$ cat src/rtl/core/track_cone_isolation_top_assert.svh
// assertion macros for the track cone isolation block
`ifndef TRACK_CONE_ISOLATION_TOP_ASSERT_SVH
`define TRACK_CONE_ISOLATION_TOP_ASSERT_SVH
`ifndef SYNTH
`define TCI_ASSERT_IMP(lbl, clk, rst_n, a, c) \
    lbl: assert property (@(posedge clk) disable iff (!rst_n) (a) |-> (c)) \
        else $error("assertion failed");
`define TCI_ASSERT_NEXT(lbl, clk, rst_n, a, c) \
    lbl: assert property (@(posedge clk) disable iff (!rst_n) (a) |=> (c)) \
        else $error("assertion failed");
`else
`define TCI_ASSERT_IMP(lbl, clk, rst_n, a, c)
`define TCI_ASSERT_NEXT(lbl, clk, rst_n, a, c)
`endif
`endif

$ cat src/rtl/core/tci_pkg.sv
package tci_pkg;
    localparam int MaxTracks = 256;
    localparam int IdxW = $clog2(MaxTracks);
    localparam int CntW = $clog2(MaxTracks + 1);
    localparam logic signed [14:0] PhiHalf = 15'sd3217;
    localparam logic signed [14:0] PhiPeriod = 15'sd6434;
    localparam logic [23:0] SumSat = 24'hFFFFFF;
    localparam logic [8:0] ConeCntSat = 9'd511;
    localparam logic [15:0] RatioSat = 16'hFFFF;

    localparam logic [1:0] OpClear = 2'd0;
    localparam logic [1:0] OpLoad = 2'd1;
    localparam logic [1:0] OpEval = 2'd2;

    localparam logic [1:0] StSkip = 2'd0;
    localparam logic [1:0] StIsoFail = 2'd1;
    localparam logic [1:0] StKinFail = 2'd2;
    localparam logic [1:0] StAccept = 2'd3;

    localparam logic [2:0] RegPtMin = 3'd0;
    localparam logic [2:0] RegRadSq = 3'd1;
    localparam logic [2:0] RegRatioMax = 3'd2;
    localparam logic [2:0] RegSumMax = 3'd3;
    localparam logic [2:0] RegUseSum = 3'd4;
    localparam logic [2:0] RegOutPtMin = 3'd5;
    localparam logic [2:0] RegEtaMax = 3'd6;

    typedef struct packed {
        logic [15:0] pt;
        logic signed [13:0] eta;
        logic signed [12:0] phi;
        logic [15:0] id;
    } t_track;

    typedef struct packed {
        logic start;
        logic [33:0] dividend;
        logic [15:0] divisor;
    } t_div_req;

    typedef struct packed {
        logic done;
        logic [15:0] ratio;
    } t_div_rsp;
endpackage

$ cat src/rtl/core/tci_div.sv
// restoring divider, one quotient bit a cycle, saturating to 16 bits
module tci_div import tci_pkg::*; (
    input  logic     i_clk,
    input  logic     i_rst_n,
    input  t_div_req i_req,
    output t_div_rsp o_rsp
);
    logic [33:0] r_quo, n_quo;
    logic [16:0] r_rem, n_rem;
    logic [15:0] r_den;
    logic [5:0]  r_cnt;
    logic        r_busy, r_done;
    logic [16:0] w_trial;

    always_comb begin
        w_trial = {r_rem[15:0], r_quo[33]};
        n_quo = {r_quo[32:0], 1'b0};
        n_rem = w_trial;
        if (w_trial >= {1'b0, r_den}) begin
            n_rem = w_trial - {1'b0, r_den};
            n_quo[0] = 1'b1;
        end
    end

    always_ff @(posedge i_clk) begin
        if (!i_rst_n) begin
            r_busy <= 1'b0;
            r_done <= 1'b0;
            r_cnt  <= '0;
        end else begin
            r_done <= 1'b0;
            if (i_req.start) begin
                r_busy <= 1'b1;
                r_cnt  <= 6'd34;
            end else if (r_busy) begin
                r_cnt <= r_cnt - 6'd1;
                if (r_cnt == 6'd1) begin
                    r_busy <= 1'b0;
                    r_done <= 1'b1;
                end
            end
        end
    end

    always_ff @(posedge i_clk) begin
        if (i_req.start) begin
            r_quo <= i_req.dividend;
            r_rem <= '0;
            r_den <= i_req.divisor;
        end else if (r_busy) begin
            r_quo <= n_quo;
            r_rem <= n_rem;
        end
    end

    assign o_rsp.done  = r_done;
    assign o_rsp.ratio = (r_den == 16'd0 || r_quo[33:16] != '0) ? RatioSat : r_quo[15:0];
endmodule

$ cat config.mk
export PLATFORM = sky130hd
export DESIGN_NAME = tci_div
export DESIGN_NICKNAME = d
export VERILOG_FILES = /design/src/rtl/core/track_cone_isolation_top_assert.svh /design/src/rtl/core/tci_pkg.sv /design/src/rtl/core/tci_div.sv
export SDC_FILE = /design/constraint.sdc
export NUM_CORES = 1
export LEC_CHECK = 0
export BUFFER_PORTS_ARGS = -buffer_cell sky130_fd_sc_hd__buf_2
export CORE_MARGIN = 2
export CORE_UTILIZATION = 55
export CTS_BUF_LIST = sky130_fd_sc_hd__clkbuf_8
export CTS_CLUSTER_SIZE = 30
export DETAILED_ROUTE_END_ITERATION = 10
export MAX_ROUTING_LAYER = met4
export PLACE_DENSITY = 0.84
export SETUP_SLACK_MARGIN = 0.2
export SLEW_MARGIN = 5
export SYNTH_ARGS = -nofsm -noshare
export SYNTH_HDL_FRONTEND = slang
export SYNTH_SLANG_ARGS = --single-unit
$ cat constraint.sdc
create_clock -name i_clk -period 3.1 [get_ports i_clk]
set_clock_uncertainty 0.2 [all_clocks]
set_input_delay 0.31 -clock i_clk [delete_from_list [all_inputs] [get_ports i_clk]]
set_output_delay 0.31 -clock i_clk [all_outputs]
set_load 0.1 [all_outputs]
==> key figures <==
Placement
  • Area post-placement: 0.004589 mm2
  • Hpwl dp: 6789 um
  • GP Congestion: 0.9238
  • Port Buf Inserts: 69

Detailed routing
  • Router iterations before antenna repair: 5
  • Routed len/inst: 19.89 um
  • Vias per cell: 6.260
  • Drt first-iter violations: 377
  • Vias: 3593
  • Routed Antenna Nets: 0
  • Drt total wl: 11420 um
  • Final routed DRC violation total: 0

Yosys
  • Ys Warns: 0
  • Post-synth EDFFs: 50
  • Synth area leader: edfxtp_1
  • Post-Syn Instances: 381
  • Top-count cell post-synth: edfxtp_1
  • Synth cell types: 48
  • Post-synth top area share: 36.37%
  • Syn_nets: 453
  • Syn avg cell area: 10.83 um2
  • Seq cells post-synth: 74
  • Async S/R FF share, synth: 0%
  • Sequential cell area fraction in the yosys report: 48.01%
  • Top post-synthesis cells by count: edfxtp_1 (50), mux2_2 (33), dfxtp_1 (24), nor2_1 (23), inv_1 (21)
  • Post-synth top flop: edfxtp_1
  • Synth top area cells: edfxtp_1 (36%), dfxtp_1 (12%), mux2_2 (9.0%)
  • Post-Syn Area: 0.004128 mm2

Critical path
  • R2R Setup Slk: 0.33 ns
  • Required time of the critical path: 2.59 ns
  • Largest fanout on the critical path: 8
  • Crit path capture: o_rsp[13]
  • R2R depth: 8
  • Crit Path Class: flop to output pin
  • Critical Path AT: 2.45 ns
  • Reg-to-Reg End: r_rem[7]
  • Crit end category: output pin
  • Worst setup startpoint: r_quo[33]
  • Critical path launch point type: flop
  • RR Startpoint: r_den[10]

Floorplan
  • Row count: 31
  • Die H: 90.63 um
  • Core area: 0.007253 mm2
  • Initial core utilization: 56.91%
  • # IOs: 70
  • Die Width: 90.63 um
  • Die ar.: 0.008214 mm2

STA
  • Final hold vios: 0
  • Tcrit/Tclk final: 95.42%
  • Unrepaired setup endpoints after global routing: yes
  • Setup TNS: 0 ns
  • Rel. slew slack: 63.01%
  • # setup viols final: 0
  • Highest clock rate: 338.1 MHz
  • Min Tclk post-route: 2.958 ns
  • Pins Over Slew Limit: 0
  • Slew @ Worst Pin: 0.5543 ns

Run
  • Max cap viols: 0

GRT
  • Overall routing resource usage: 26.73%
  • Initial antenna violation count: 0
  • Largest net degree at the start of global routing: 35
  • Global route total overflow: 0
  • GR Util met3: 4.257%
  • Grt met2 use: 44.71%
  • Most used routing layer: met2
  • First-pass GRT wire length: 16940 um
  • Number of global-route vias before repair: 3485
  • Met1 GRT Util: 32.52%

Cells and area
  • Final Instance Area: 0.005132 mm2
  • Nets: 542
  • Layout cells sized above 1: 33.89%
  • Ant diodes: 0
  • Area Growth Syn to Fin: 24.34%

Clocking
  • # H-tree levels: 3
  • CTS tree: yes
  • CTS Buf Count: 9
  • Setup bufs post-CTS: 0
  • Clk sink count: 74
  • Clock transition at the registers of the reported paths: 0.09 ns
  • CTS Buffer Depth: 2
  • Clk_lat worst skew: 0.35 ns
  • Clock root cell: clkbuf_8

Pwr
  • Max IR drop VDD: 0.3172 mV
  • PwrDens: 476.3 mW/mm2
  • Static leakage: 0.002095 uW
  • Total power draw: 2445 uW

Hold path
  • Hold crit path type: primary input to flop

Run status
  • Outcome: finished clean
## cell families after synthesis
logic type	Yosys count	synth area share [%]
flip-flops	74	48.01
AO/OA/AOI/OAI	83	14.37
adder cells (fa/ha/maj)	19	5.941
buffers and inverters	36	3.365
AND/OR/NAND/NOR	120	15.91
XOR/XNOR	16	3.395
multiplexers	33	9.003
## cell usage in the layout, fill, tap and decap left out, drive strengths merged, types with 2 or more instances in the layout
cell type and n:
a211o 3, a211oi 2, a21boi 2, a21o 7, a21oi 16, a311oi 9
a31o 3, a31oi 11, and2 2, and3 14, buf 76, clkbuf 9
clkinv 3, dfxtp 24, dlygate4sd3 16, edfxtp 50, ha 18, inv 23
mux2 33, nand2 18, nand2b 5, nand3 15, nand4 3, nor2 24
nor3 6, nor4 10, o211ai 3, o21ai 14, o31ai 6, or2 17
or4 3, xnor2 11, xor2 5
## worst min-delay path by stage
stage / startpoint / endpoint / slack (ns) / cells past startpoint
floorplan: i_req[0] / r_den[0] / 0.21 / 0
global placement: i_req[5] / r_den[5] / 0.29 / 1
detailed placement: i_req[14] / r_den[14] / 0.29 / 1
CTS: i_rst_n / r_busy / 0.01 / 2
global route: i_rst_n / r_busy / 0.05 / 2
finish: i_rst_n / r_busy / 0.02 / 2
## report_power, final
| group | switching, uW | leakage [uW] | internal, uW |
|---|---|---|---|
| clock | 402 | 0.0000979 | 378 |
| combinational | 246 | 0.00130 | 201 |
| sequential | 64.9 | 0.000696 | 1150 |
## metal layers
metal  wire length [um]  up-vias
met5                  0        -
met4                397        0
met3               1029       49
met2               5642      253
met1               4346     1672
li1                   -     1619
## repair_timing
action / 4_1_cts / 5_1_grt
hold endpoints to repair: 16 / 0
gates cloned: 0 / 1
resized for setup: 18 / 31
hold buffers: 16 / 0
pin swaps: 0 / 3
endpoints found under the setup margin: 16 / 19
## final cells by class
class	count	area [um2]
repair buffers	92	661.9
clock buffers	9	123.9
multi-input cells	272	2086
well taps	99	123.9
fillers	466	2121
flip-flops and latches	74	1982
inverters	21	78.83
clock inverters	7	76.32
## critical path, cell delays in order, from the launching register on
cell and delay, ns:
edfxtp_1 0.43, nor4_2 0.33, nand3_1 0.18, nor4_4 0.39, nand2_2 0.21, or2_2 0.36
buf_6 0.20
## stage by stage
| stage | setup slack (ns) | util, % | hold slack [ns] | cells |
|---|---|---|---|---|
| 3_3_place_gp | 0.3910 | 63.27 | 0.2870 | 541 |
| 3_5_place_dp | 0.2471 | 63.27 | 0.2882 | 541 |
| 4_1_cts | 0.1989 | 68.92 | 0.01390 | 573 |
| 5_1_grt | 0.04751 | 70.76 | 0.05048 | 574 |
| 6_report | 0.1420 | 70.76 | 0.02468 | 574 |
| 2_1_floorplan | 0.6418 | - | 0.2089 | 381 |
## sequential cells by signal, summed over array words and instances, names as in the netlist
name and flops:
r_rem 16, r_cnt 6, r_den 16, r_busy 1, r_quo 34, r_done 1
Power figures use the tool's default switching activity.
